### src/sv/ecpm_pkg.sv
package ecpm_pkg;

    localparam int POWER_W = 46;
    localparam int STATUS_W = 2;
    localparam int IN_ENERGY_W = 32;
    localparam int IN_TICK_W = 64;
    localparam int MIN_TICKS = 10;
    localparam int APB_ADDR_W = 3;
    localparam int APB_DATA_W = 32;

    localparam logic [STATUS_W-1:0] STATUS_DISABLED = 2'd0;
    localparam logic [STATUS_W-1:0] STATUS_PRIMED   = 2'd1;
    localparam logic [STATUS_W-1:0] STATUS_SHORT    = 2'd2;
    localparam logic [STATUS_W-1:0] STATUS_MEASURED = 2'd3;

    localparam logic REG_ENABLE = 1'b0;
    localparam logic REG_SHIFT  = 1'b1;

    typedef struct packed {
        logic [IN_ENERGY_W-1:0] energy_count;
        logic [IN_TICK_W-1:0]   tick_time;
    } in_t;

    typedef struct packed {
        logic [POWER_W-1:0]  power_milliwatts;
        logic [STATUS_W-1:0] status;
    } out_t;

endpackage

### src/sv/ecpm_scale.sv
module ecpm_scale #(
    parameter int ENERGY_BITS = 32
) (
    input  logic                    aclk,
    input  logic                    aresetn,
    input  logic                    start,
    input  logic [ENERGY_BITS-1:0]  d_energy,
    input  logic [4:0]              unit_shift,
    output logic                    done,
    output logic [ENERGY_BITS+19:0] scaled
);
    localparam int SW = ENERGY_BITS + 20;

    typedef enum logic [5:0] {
        SC_IDLE  = 6'b000001,
        SC_M1A   = 6'b000010,
        SC_M1B   = 6'b000100,
        SC_SHIFT = 6'b001000,
        SC_M2A   = 6'b010000,
        SC_M2B   = 6'b100000
    } scale_state_t;

    scale_state_t  state_reg, state_next;
    logic [SW-1:0] base_reg;
    logic [SW-1:0] acc_reg;
    logic [4:0]    shift_reg;
    logic          done_reg;

    always_comb begin
        case (state_reg)
            SC_IDLE:  state_next = start ? SC_M1A : SC_IDLE;
            SC_M1A:   state_next = SC_M1B;
            SC_M1B:   state_next = SC_SHIFT;
            SC_SHIFT: state_next = SC_M2A;
            SC_M2A:   state_next = SC_M2B;
            SC_M2B:   state_next = SC_IDLE;
            default:  state_next = SC_IDLE;
        endcase
    end

    always_ff @(posedge aclk) begin
        if (!aresetn) begin
            state_reg <= SC_IDLE;
            done_reg  <= 1'b0;
        end else begin
            state_reg <= state_next;
            done_reg  <= (state_reg == SC_M2B);
        end
    end

    // times 1000 as (x << 10) - (x << 4) - (x << 3), split over the A and B states
    always_ff @(posedge aclk) begin
        case (state_reg)
            SC_IDLE: begin
                if (start) begin
                    base_reg  <= SW'(d_energy);
                    shift_reg <= unit_shift;
                end
            end
            SC_M1A, SC_M2A: begin
                acc_reg <= (base_reg << 10) - (base_reg << 4);
            end
            SC_M1B, SC_M2B: begin
                acc_reg <= acc_reg - (base_reg << 3);
            end
            SC_SHIFT: begin
                base_reg <= acc_reg >> shift_reg;
            end
            default: begin
                acc_reg <= acc_reg;
            end
        endcase
    end

    assign done   = done_reg;
    assign scaled = acc_reg;

endmodule

### src/sv/ecpm_div.sv
module ecpm_div #(
    parameter int DIVIDEND_W = 52,
    parameter int DIVISOR_W  = 68
) (
    input  logic                  aclk,
    input  logic                  aresetn,
    input  logic                  start,
    input  logic [DIVIDEND_W-1:0] dividend,
    input  logic [DIVISOR_W-1:0]  divisor,
    output logic                  done,
    output logic [DIVIDEND_W-1:0] quotient
);
    localparam int CW = $clog2(DIVIDEND_W + 1);

    logic [DIVISOR_W-1:0]  rem_reg;
    logic [DIVIDEND_W-1:0] quo_reg;
    logic [CW-1:0]         cnt_reg;
    logic                  busy_reg;
    logic                  done_reg;
    logic [DIVISOR_W:0]    trial;
    logic                  fits;
    logic [DIVISOR_W:0]    diff;

    // one quotient bit per cycle, dividend shifts out msb first
    assign trial = {rem_reg, quo_reg[DIVIDEND_W-1]};
    assign diff  = trial - {1'b0, divisor};
    assign fits  = (trial >= {1'b0, divisor});

    always_ff @(posedge aclk) begin
        if (!aresetn) begin
            busy_reg <= 1'b0;
            done_reg <= 1'b0;
            cnt_reg  <= '0;
        end else begin
            done_reg <= 1'b0;
            if (start && !busy_reg) begin
                busy_reg <= 1'b1;
                cnt_reg  <= CW'(DIVIDEND_W);
            end else if (busy_reg) begin
                cnt_reg <= cnt_reg - 1'b1;
                if (cnt_reg == CW'(1)) begin
                    busy_reg <= 1'b0;
                    done_reg <= 1'b1;
                end
            end
        end
    end

    always_ff @(posedge aclk) begin
        if (start && !busy_reg) begin
            rem_reg <= '0;
            quo_reg <= dividend;
        end else if (busy_reg) begin
            rem_reg <= fits ? diff[DIVISOR_W-1:0] : trial[DIVISOR_W-1:0];
            quo_reg <= {quo_reg[DIVIDEND_W-2:0], fits};
        end
    end

    assign done     = done_reg;
    assign quotient = quo_reg;

endmodule

### src/sv/energy_counter_power_meter_top.sv
// Average package power meter. Each input transaction carries an energy
// counter reading and a timer tick count (one tick is 10 ms) and gives
// exactly one result transaction: power in milliwatts and a status code
// (0 disabled, 1 first sample primed, 2 interval under 10 ticks, 3 measured).
// Power is ((((dE * 1000) >> energy_unit_shift) * 1000) / (dT * 10)), with dE
// taken modulo 2^ENERGY_BITS and dT modulo 2^TICK_BITS; the stored sample is
// replaced on priming and on every measurement. One sample is worked on at a
// time. Disabled, priming and short-interval samples go from S_CHECK straight
// to S_OUT; a measurement first passes through the constant-scaling sequence
// (M1A, M1B, SHIFT, M2A, M2B) and then the radix-2 divider, which produces one
// quotient bit per cycle. A new sample is accepted while the previous result
// still waits on the output register.
// Registers: meter_enable at address 0, energy_unit_shift at address 4.
module energy_counter_power_meter_top #(
    parameter int ENERGY_BITS = 32,
    parameter int TICK_BITS   = 64
) (
    input  logic                               aclk,
    input  logic                               aresetn,
    input  logic                               s_valid,
    output logic                               s_ready,
    input  ecpm_pkg::in_t                      s_payload,
    output logic                               m_valid,
    input  logic                               m_ready,
    output ecpm_pkg::out_t                     m_payload,
    input  logic                               psel,
    input  logic                               penable,
    input  logic                               pwrite,
    input  logic [ecpm_pkg::APB_ADDR_W-1:0]    paddr,
    input  logic [ecpm_pkg::APB_DATA_W-1:0]    pwdata,
    output logic [ecpm_pkg::APB_DATA_W-1:0]    prdata,
    output logic                               pready
);
    localparam int SW = ENERGY_BITS + 20;
    localparam int DW = TICK_BITS + 4;

    typedef enum logic [4:0] {
        S_IDLE   = 5'b00001,
        S_CHECK  = 5'b00010,
        S_SCALE  = 5'b00100,
        S_DIVIDE = 5'b01000,
        S_OUT    = 5'b10000
    } state_t;

    state_t                           state_reg, state_next;
    logic                             enable_reg;
    logic [4:0]                       unit_shift_reg;
    logic [ENERGY_BITS-1:0]           prev_energy_reg;
    logic [TICK_BITS-1:0]             prev_ticks_reg;
    logic                             primed_reg;
    logic [ENERGY_BITS-1:0]           energy_reg;
    logic [TICK_BITS-1:0]             ticks_reg;
    logic [TICK_BITS-1:0]             dt_reg;
    logic [DW-1:0]                    divisor_reg;
    logic [ecpm_pkg::STATUS_W-1:0]    status_reg;
    logic [ecpm_pkg::POWER_W-1:0]     power_reg;
    logic                             m_valid_reg;
    ecpm_pkg::out_t                   m_payload_reg;

    logic                             cfg_write;
    logic [ENERGY_BITS-1:0]           d_energy;
    logic [TICK_BITS-1:0]             d_ticks;
    logic                             too_short;
    logic                             measure;
    logic                             out_free;
    logic                             scale_start;
    logic                             scale_done;
    logic                             div_start;
    logic                             div_done;
    logic [SW-1:0]                    scaled;
    logic [SW-1:0]                    quotient;

    assign pready    = 1'b1;
    assign cfg_write = psel && penable && pwrite;

    always_ff @(posedge aclk) begin
        if (!aresetn) begin
            enable_reg     <= 1'b0;
            unit_shift_reg <= '0;
        end else if (cfg_write) begin
            case (paddr[2])
                ecpm_pkg::REG_ENABLE: enable_reg     <= pwdata[0];
                ecpm_pkg::REG_SHIFT:  unit_shift_reg <= pwdata[4:0];
                default:              enable_reg     <= enable_reg;
            endcase
        end
    end

    always_comb begin
        case (paddr[2])
            ecpm_pkg::REG_ENABLE: prdata = {31'd0, enable_reg};
            ecpm_pkg::REG_SHIFT:  prdata = {27'd0, unit_shift_reg};
            default:              prdata = '0;
        endcase
    end

    assign d_energy  = energy_reg - prev_energy_reg;
    assign d_ticks   = ticks_reg - prev_ticks_reg;
    assign too_short = (d_ticks < TICK_BITS'(ecpm_pkg::MIN_TICKS));
    assign measure   = (state_reg == S_CHECK) && enable_reg && primed_reg && !too_short;
    assign out_free  = !m_valid_reg || m_ready;

    assign scale_start = measure;
    assign div_start   = (state_reg == S_SCALE) && scale_done;

    ecpm_scale #(
        .ENERGY_BITS(ENERGY_BITS)
    ) u_scale (
        .aclk       (aclk),
        .aresetn    (aresetn),
        .start      (scale_start),
        .d_energy   (d_energy),
        .unit_shift (unit_shift_reg),
        .done       (scale_done),
        .scaled     (scaled)
    );

    ecpm_div #(
        .DIVIDEND_W(SW),
        .DIVISOR_W (DW)
    ) u_div (
        .aclk     (aclk),
        .aresetn  (aresetn),
        .start    (div_start),
        .dividend (scaled),
        .divisor  (divisor_reg),
        .done     (div_done),
        .quotient (quotient)
    );

    always_comb begin
        case (state_reg)
            S_IDLE:   state_next = (s_valid && s_ready) ? S_CHECK : S_IDLE;
            S_CHECK:  state_next = measure ? S_SCALE : S_OUT;
            S_SCALE:  state_next = scale_done ? S_DIVIDE : S_SCALE;
            S_DIVIDE: state_next = div_done ? S_OUT : S_DIVIDE;
            S_OUT:    state_next = out_free ? S_IDLE : S_OUT;
            default:  state_next = S_IDLE;
        endcase
    end

    always_ff @(posedge aclk) begin
        if (!aresetn) begin
            state_reg       <= S_IDLE;
            primed_reg      <= 1'b0;
            prev_energy_reg <= '0;
            prev_ticks_reg  <= '0;
            m_valid_reg     <= 1'b0;
        end else begin
            state_reg <= state_next;
            if (state_reg == S_CHECK && enable_reg && (!primed_reg || !too_short)) begin
                prev_energy_reg <= energy_reg;
                prev_ticks_reg  <= ticks_reg;
                primed_reg      <= 1'b1;
            end
            if (state_reg == S_OUT && out_free) begin
                m_valid_reg <= 1'b1;
            end else if (m_ready) begin
                m_valid_reg <= 1'b0;
            end
        end
    end

    always_ff @(posedge aclk) begin
        if (s_valid && s_ready) begin
            energy_reg <= ENERGY_BITS'(s_payload.energy_count);
            ticks_reg  <= TICK_BITS'(s_payload.tick_time);
        end
        if (state_reg == S_CHECK) begin
            dt_reg    <= d_ticks;
            power_reg <= '0;
            if (!enable_reg) begin
                status_reg <= ecpm_pkg::STATUS_DISABLED;
            end else if (!primed_reg) begin
                status_reg <= ecpm_pkg::STATUS_PRIMED;
            end else if (too_short) begin
                status_reg <= ecpm_pkg::STATUS_SHORT;
            end else begin
                status_reg <= ecpm_pkg::STATUS_MEASURED;
            end
        end
        if (state_reg == S_SCALE) begin
            divisor_reg <= (DW'(dt_reg) << 3) + (DW'(dt_reg) << 1);
        end
        if (state_reg == S_DIVIDE && div_done) begin
            power_reg <= ecpm_pkg::POWER_W'(quotient);
        end
        if (state_reg == S_OUT && out_free) begin
            m_payload_reg.power_milliwatts <= power_reg;
            m_payload_reg.status           <= status_reg;
        end
    end

    assign s_ready   = (state_reg == S_IDLE);
    assign m_valid   = m_valid_reg;
    assign m_payload = m_payload_reg;

endmodule

### config.mk
export PLATFORM = sky130hd
export DESIGN_NAME = energy_counter_power_meter_top
export DESIGN_NICKNAME = d
export VERILOG_FILES = /design/src/sv/ecpm_pkg.sv /design/src/sv/ecpm_scale.sv /design/src/sv/ecpm_div.sv /design/src/sv/energy_counter_power_meter_top.sv
export SDC_FILE = /design/constraint.sdc
export NUM_CORES = 2
export LEC_CHECK = 0
export BUFFER_PORTS_ARGS = -buffer_cell sky130_fd_sc_hd__buf_2
export CAP_MARGIN = 30
export CELL_PAD_IN_SITES_DETAIL_PLACEMENT = 0
export CELL_PAD_IN_SITES_GLOBAL_PLACEMENT = 2
export CORE_MARGIN = 4
export CORE_UTILIZATION = 30
export DETAILED_ROUTE_END_ITERATION = 6
export PLACE_DENSITY = 0.73
export SLEW_MARGIN = 10
export SYNTH_ARGS = -nofsm -noshare
export SYNTH_HDL_FRONTEND = slang
export SYNTH_SLANG_ARGS = --single-unit
export TNS_END_PERCENT = 10
### constraint.sdc
create_clock -name aclk -period 8.11 [get_ports aclk]
set_clock_uncertainty 0.05 [all_clocks]
set_input_delay 0.4055 -clock aclk [delete_from_list [all_inputs] [get_ports aclk]]
set_output_delay 0.4055 -clock aclk [all_outputs]
set_load 0.03 [all_outputs]
# Word-level counts from Yosys, hierarchy flattened

Cells that the tools add are included.

Memories: 0
Bits in registers: 674
Bits of input ports: 138
Logic and storage cells: 111
ROM bits: 0
Output and inout bits: 83
Memory bits (writable): 0
Latch bits: 0

Bitwise operators: 3
Shifts and indexed selects: 1
Divide/modulo/power cells: 0
Add/sub/neg operators: 7
Multiplexer cells: 27
Reduce and logical (&&, ||, !) cells: 31
Eq/ne operators: 13
Order comparisons: 2
$mul: 0

Operator list:

| kind                | number |
|---|---|
| $mux 52             | 2 |
| $pmux 52 s2         | 1 |
| $sub 52x52->52      | 2 |
| $pmux 49 s2         | 1 |
| $mux 46             | 2 |
| $ge 69x68->1        | 1 |
| $add 67x65->68      | 1 |
| $mux 68             | 1 |
| $sub 68x68->68      | 1 |
| $lt 64x4->1 const B | 1 |
| $pmux 32 s2         | 1 |
| $sub 64x64->64      | 1 |
| $shr 52x5->49       | 1 |
| $mux 49             | 1 |
| $sub 32x32->32      | 1 |
| $pmux 6 s5          | 1 |
| $pmux 5 s5          | 1 |
| $mux 5              | 3 |
| $eq 6x1->1 const B  | 2 |
| $mux 6              | 2 |
| $logic_and 1x1->1   | 11 |
| $reduce_and 2->1    | 5 |
| $reduce_bool 2->1   | 5 |
| $mux 1              | 8 |
| other kinds (19)    | 28 |

# Depth between registers and ports, before layout

Depth in word-level cells: 6
Depth in mapped cells: 18
Depth with buffers taken out: 15

# Hierarchy

Synthesis repeated with hierarchy kept, for this count alone.

Cells, all modules: 4,966
Area, all modules: 45,778.9 um2

Modules (own cells, without submodules):

| module                         | times used | cells each | sequential area each (um2) | area each (um2) |
|---|---|---|---|---|
| energy_counter_power_meter_top | 1          | 2,305      | 11,881.4                   | 23,839.1 |
| ecpm_scale                     | 1          | 1,468      | 3,233.1                    | 12,012.8 |
| ecpm_div                       | 1          | 1,193      | 3,083.0                    | 9,927.0 |

# Worst setup path before layout

Ideal clock, no wire load.

Path kind: reg2reg
From: reg state_reg[4]
To: reg u_div.quo_reg[0] (netlist: u_div.quotient[0]), enable pin
Data arrival time: 8,276 ps
Path slack: -624 ps
Library setup time: 408 ps
Period minus slack after synthesis: 8,734 ps
Stages on the path, launching flop included: 5
Cell sequence: dfxtp_1 or3_1 nor3b_1 a21oi_1 inv_1

Longest elaborated chain between the ends: 4

RTL lines:

| what                        | line                                  | RTL |
|---|---|---|
| start, declared             | energy_counter_power_meter_top.sv:45  | `state_t state_reg, state_next;` |
| start signal, assigned      | energy_counter_power_meter_top.sv:150 | `state_reg <= state_next;` |
| $eq 5x3->1                  | energy_counter_power_meter_top.sv:104 | `assign div_start = (state_reg == S_SCALE) && scale_done;` |
| $logic_and 1x1->1           | energy_counter_power_meter_top.sv:104 |  |
| $logic_and 1x1->1           | ecpm_div.sv:50                        | `if (start && !busy_reg) begin` |
| $reduce_bool 2->1 (no line) | --                                    |  |
| end signal, assigned        | ecpm_div.sv:52                        | `quo_reg <= dividend;` |
| end signal, assigned        | ecpm_div.sv:55                        | `quo_reg <= {quo_reg[DIVIDEND_W-2:0], fits};` |
| end, declared               | ecpm_div.sv:16                        | `logic [DIVIDEND_W-1:0] quo_reg;` |

Every way passes these cells.
A chain may end at the register's enable or synchronous reset.

# Final worst setup path

From: reg divisor_reg[1]
To: reg u_div.rem_reg[20]

Longest elaborated chain between the ends: 2

RTL lines:

| what                                           | line                                  | RTL |
|---|---|---|
| start, declared                                | energy_counter_power_meter_top.sv:54  | `logic [DW-1:0] divisor_reg;` |
| start signal, assigned                         | energy_counter_power_meter_top.sv:183 | `divisor_reg <= (DW'(dt_reg) << 3) + (DW'(dt_reg) << 1);` |
| $sub 68x68->68 or $ge 69x68->1 (tied branches) | ecpm_div.sv:26, ecpm_div.sv:27        |  |
| $mux 68 (*)                                    | ecpm_div.sv:54                        | `rem_reg <= fits ? diff[DIVISOR_W-1:0] : trial[DIVISOR_W-1:0];` |
| end signal, assigned                           | ecpm_div.sv:54                        |  |
| end, declared                                  | ecpm_div.sv:15                        | `logic [DIVISOR_W-1:0] rem_reg;` |

Mark *: on every way between the ends. The rest lies on a longest branch, timed or not.

==> flow_summary.toml <==
[outcome]
status = "finished clean"

[finish]
largest_reg_flops = 68
drive_above_1_share_pct = 11.5
nNetsFinal = 5726
syn_to_final_growth_pct = 13.7
layout_commonest_cell = "edfxtp_1"
fin_util_pct = 34.4
mostFrequentLayoutCells = "478 x edfxtp_1, 404 x a21oi_1, 388 x nand2_1, 341 x nor2_1, 315 x ha_1"

[power_and_ir_drop]
p_leak_uw = 0.0211
power_density_mw_per_mm2 = 159
irDropWorstVdd_uv = 167

[placed_design]
port_buffers = 163
hpwl_um = 107000
gp_congestion = 0.876

[clock_tree]
clock_path_buffers = 3
cts_sinks = 670
path_clk_slew_ns = 0.06
cts_htree_levels = 3
insertion_delay_ns = 0.72
cts_tree = "done"
cts_buffers = 85
root_buffer = "clkbuf_16"
post_cts.repair.setup_buffers = 0

[floorplanning]
dieArea_mm2 = 0.166
start_util_pct = 30.2
std_cell_rows = 146
die_w_um = 408
io_pins = 221
coreArea_mm2 = 0.159
fp.dieH_um = 408

[hold_path]
holdPathStages = 4
hold_path.class = "primary input to flop"

[timing]
max_freq_mhz = 174
finalMaxSlewViolations = 0
worstMarginPinSlew_ns = 1.04
relSlewSlack_pct = 30.7
rsz0062_at_grt = "false"
fin_tns_setup_ns = 0
hold_violations = 0
fin_crit_sh_pct = 70.7
finalSetupViolations = 0
post-route-min-period_ns = 5.73

[worst_setup_path]
ff2ff_path_depth = 15
endpoint_kind = "flop"
required_ns = 8.64
arrival_ns = 6.27
critPathLaunchType = "flop"
crit_fanout = 23
critPathKind = "flop to flop"

[synthesis]
synth_warnings = 0
synth-simple-area-share_pct = 15.9
synth.area.mux_share_pct = 4.96
synth_top_flop_cell = "edfxtp_1"
yosys_register_bits = 670
synth-edff-count = 478
synth-seq-area-share_pct = 38.0
synth_compound_area_share_pct = 22.2
synth_top_family_by_area = "compound AO/OA/AOI/OAI gates"
synth.avg_cell_area_um2 = 9.29
syn-instance-count = 5157
synthAdderAreaFrac_pct = 8.43
synthDistinctLibCells = 99
syn_area_mm2 = 0.0479
synth-xor-area-share_pct = 5.03
async_flop_share_pct = 0

[global_routing]
overflow = 0
grt_usage_pct = 16.8
grt_max_degree = 150
antenna_found_initial = 7
grt_pass1_vias = 37500
grt_pass1_wl_um = 225000

[route]
wl_um = 144000
vias = 39500
ant_nets = 0
wl_per_cell_um = 19.5
viasPerCell = 5.32
dr.pass1.iters = 6
drc = 0
drt_iter0_markers = 2827

[job]
cap_violations = 0
-- synthesized netlist by cell type, types with 21 or more instances --
cell / n / share of area (%)
a211oi_1: 51 / 0.80
nor2b_1: 47 / 0.61
mux4_2: 27 / 1.3
a22o_1: 53 / 0.97
nand2_1: 388 / 3.0
a21oi_1: 405 / 4.2
ha_1: 315 / 8.2
o21ai_0: 269 / 2.8
xor2_1: 108 / 2.0
nor4_1: 21 / 0.27
o31a_1: 101 / 1.8
mux2_1: 21 / 0.49
o31ai_1: 22 / 0.34
dfxtp_1: 192 / 8.0
nor3_1: 69 / 0.72
o211ai_2: 90 / 2.3
nor2_1: 342 / 2.7
xnor2_1: 167 / 3.1
or2_2: 22 / 0.29
mux2i_1: 54 / 1.1
mux2_2: 88 / 2.1
inv_1: 312 / 2.4
and3_1: 36 / 0.47
a31oi_1: 49 / 0.64
o21a_1: 54 / 0.85
nand4_1: 240 / 3.1
o21bai_1: 52 / 0.81
or3_1: 35 / 0.46
edfxtp_1: 478 / 30
o211ai_1: 35 / 0.55
nand2b_1: 49 / 0.64
clkbuf_1: 230 / 1.8
and2_1: 73 / 0.95
nand3_1: 177 / 1.8
buf_1: 23 / 0.18
a21o_1: 158 / 2.5
buf_4: 33 / 0.52
-- cell type report --
type	count	area (um^2)
Inverter	315	1190
Clock inverter	49	599
Tap cell	2072	2590
Clock buffer	111	2320
Sequential cell	670	18200
Fill cell	16400	104000
Antenna cell	1	2.50
Timing Repair Buffer	313	2310
Multi-Input combinational cell	3883	27300
-- through the flow --
| stage | area (um^2) | power (uW) | hold slack (ns) | std cells | worst slack [ns] |
|---|---|---|---|---|---|
| floorplan | 48000 | 4440 | 0.350 | 5183 | 0.751 |
| global placement | 50400 | 4740 | 0.356 | 7144 | 2.33 |
| detailed placement | 50400 | 4750 | 0.355 | 7145 | 2.22 |
| CTS | 54400 | 8770 | 0.170 | 7409 | 2.25 |
| global route | 54500 | 9010 | 0.205 | 7413 | 1.94 |
| finish | 54500 | 8640 | 0.214 | 7414 | 2.38 |
-- worst max-delay path, cell delays in order (launching register included) --
cell and delay (ns):
edfxtp_1 0.41, ha_1 0.25, fa_1 0.42, nor2b_1 0.18, o31ai_1 0.12, a21oi_2 0.29, a41oi_2 0.22, o41ai_2 0.68
a31oi_1 0.34, o31ai_1 0.66, a211oi_2 0.23, nand2_1 0.24, a221o_2 0.64, buf_4 0.40, mux2_2 0.37, a22o_1 0.18
-- path summary, 6_finish.rpt --
check | from | endpoint | slack, ns
worst min register to register | power_reg[23] | m_payload[25] | 0.37
worst min-delay path | m_ready | state_reg[0] | 0.21
worst max register to register | divisor_reg[1] | u_div.rem_reg[20] | 2.38
worst max-delay path | divisor_reg[1] | u_div.rem_reg[20] | 2.38
-- power breakdown --
group | leakage (uW) | switching, uW | internal (uW)
Sequential | 0.00609 | 57.3 | 3740
Combinational | 0.0136 | 599 | 325
Clock | 0.00138 | 1640 | 2270
Total | 0.0211 | 2300 | 6340
-- timing repair --
item / 4_1_cts / 5_1_grt
resized for setup: 0 / 0
hold buffers: 104 / 0
hold endpoints to repair: 104 / 0
-- logic make-up (layout without fill, tap and decap cells) --
group,Yosys count,count (layout)
AO/OA/AOI/OAI,1526,1526
XOR/XNOR,275,275
adder cells (fa/ha/maj),320,320
buffers and inverters,630,788
flip-flops,670,670
multiplexers,190,190
other,2,29
AND/OR/NAND/NOR,1544,1544
-- per-layer routing --
metal	wire length, um	GRT usage (%)	vias up	part of all wire (%)
li1	-	-	19500	-
met1	75800	26.3	19000	52
met2	59400	24.4	864	41
met3	6730	1.98	133	4.7
met4	2430	3.66	0	1.7
met5	0	0	-	0
Power figures use the tool's default switching activity.
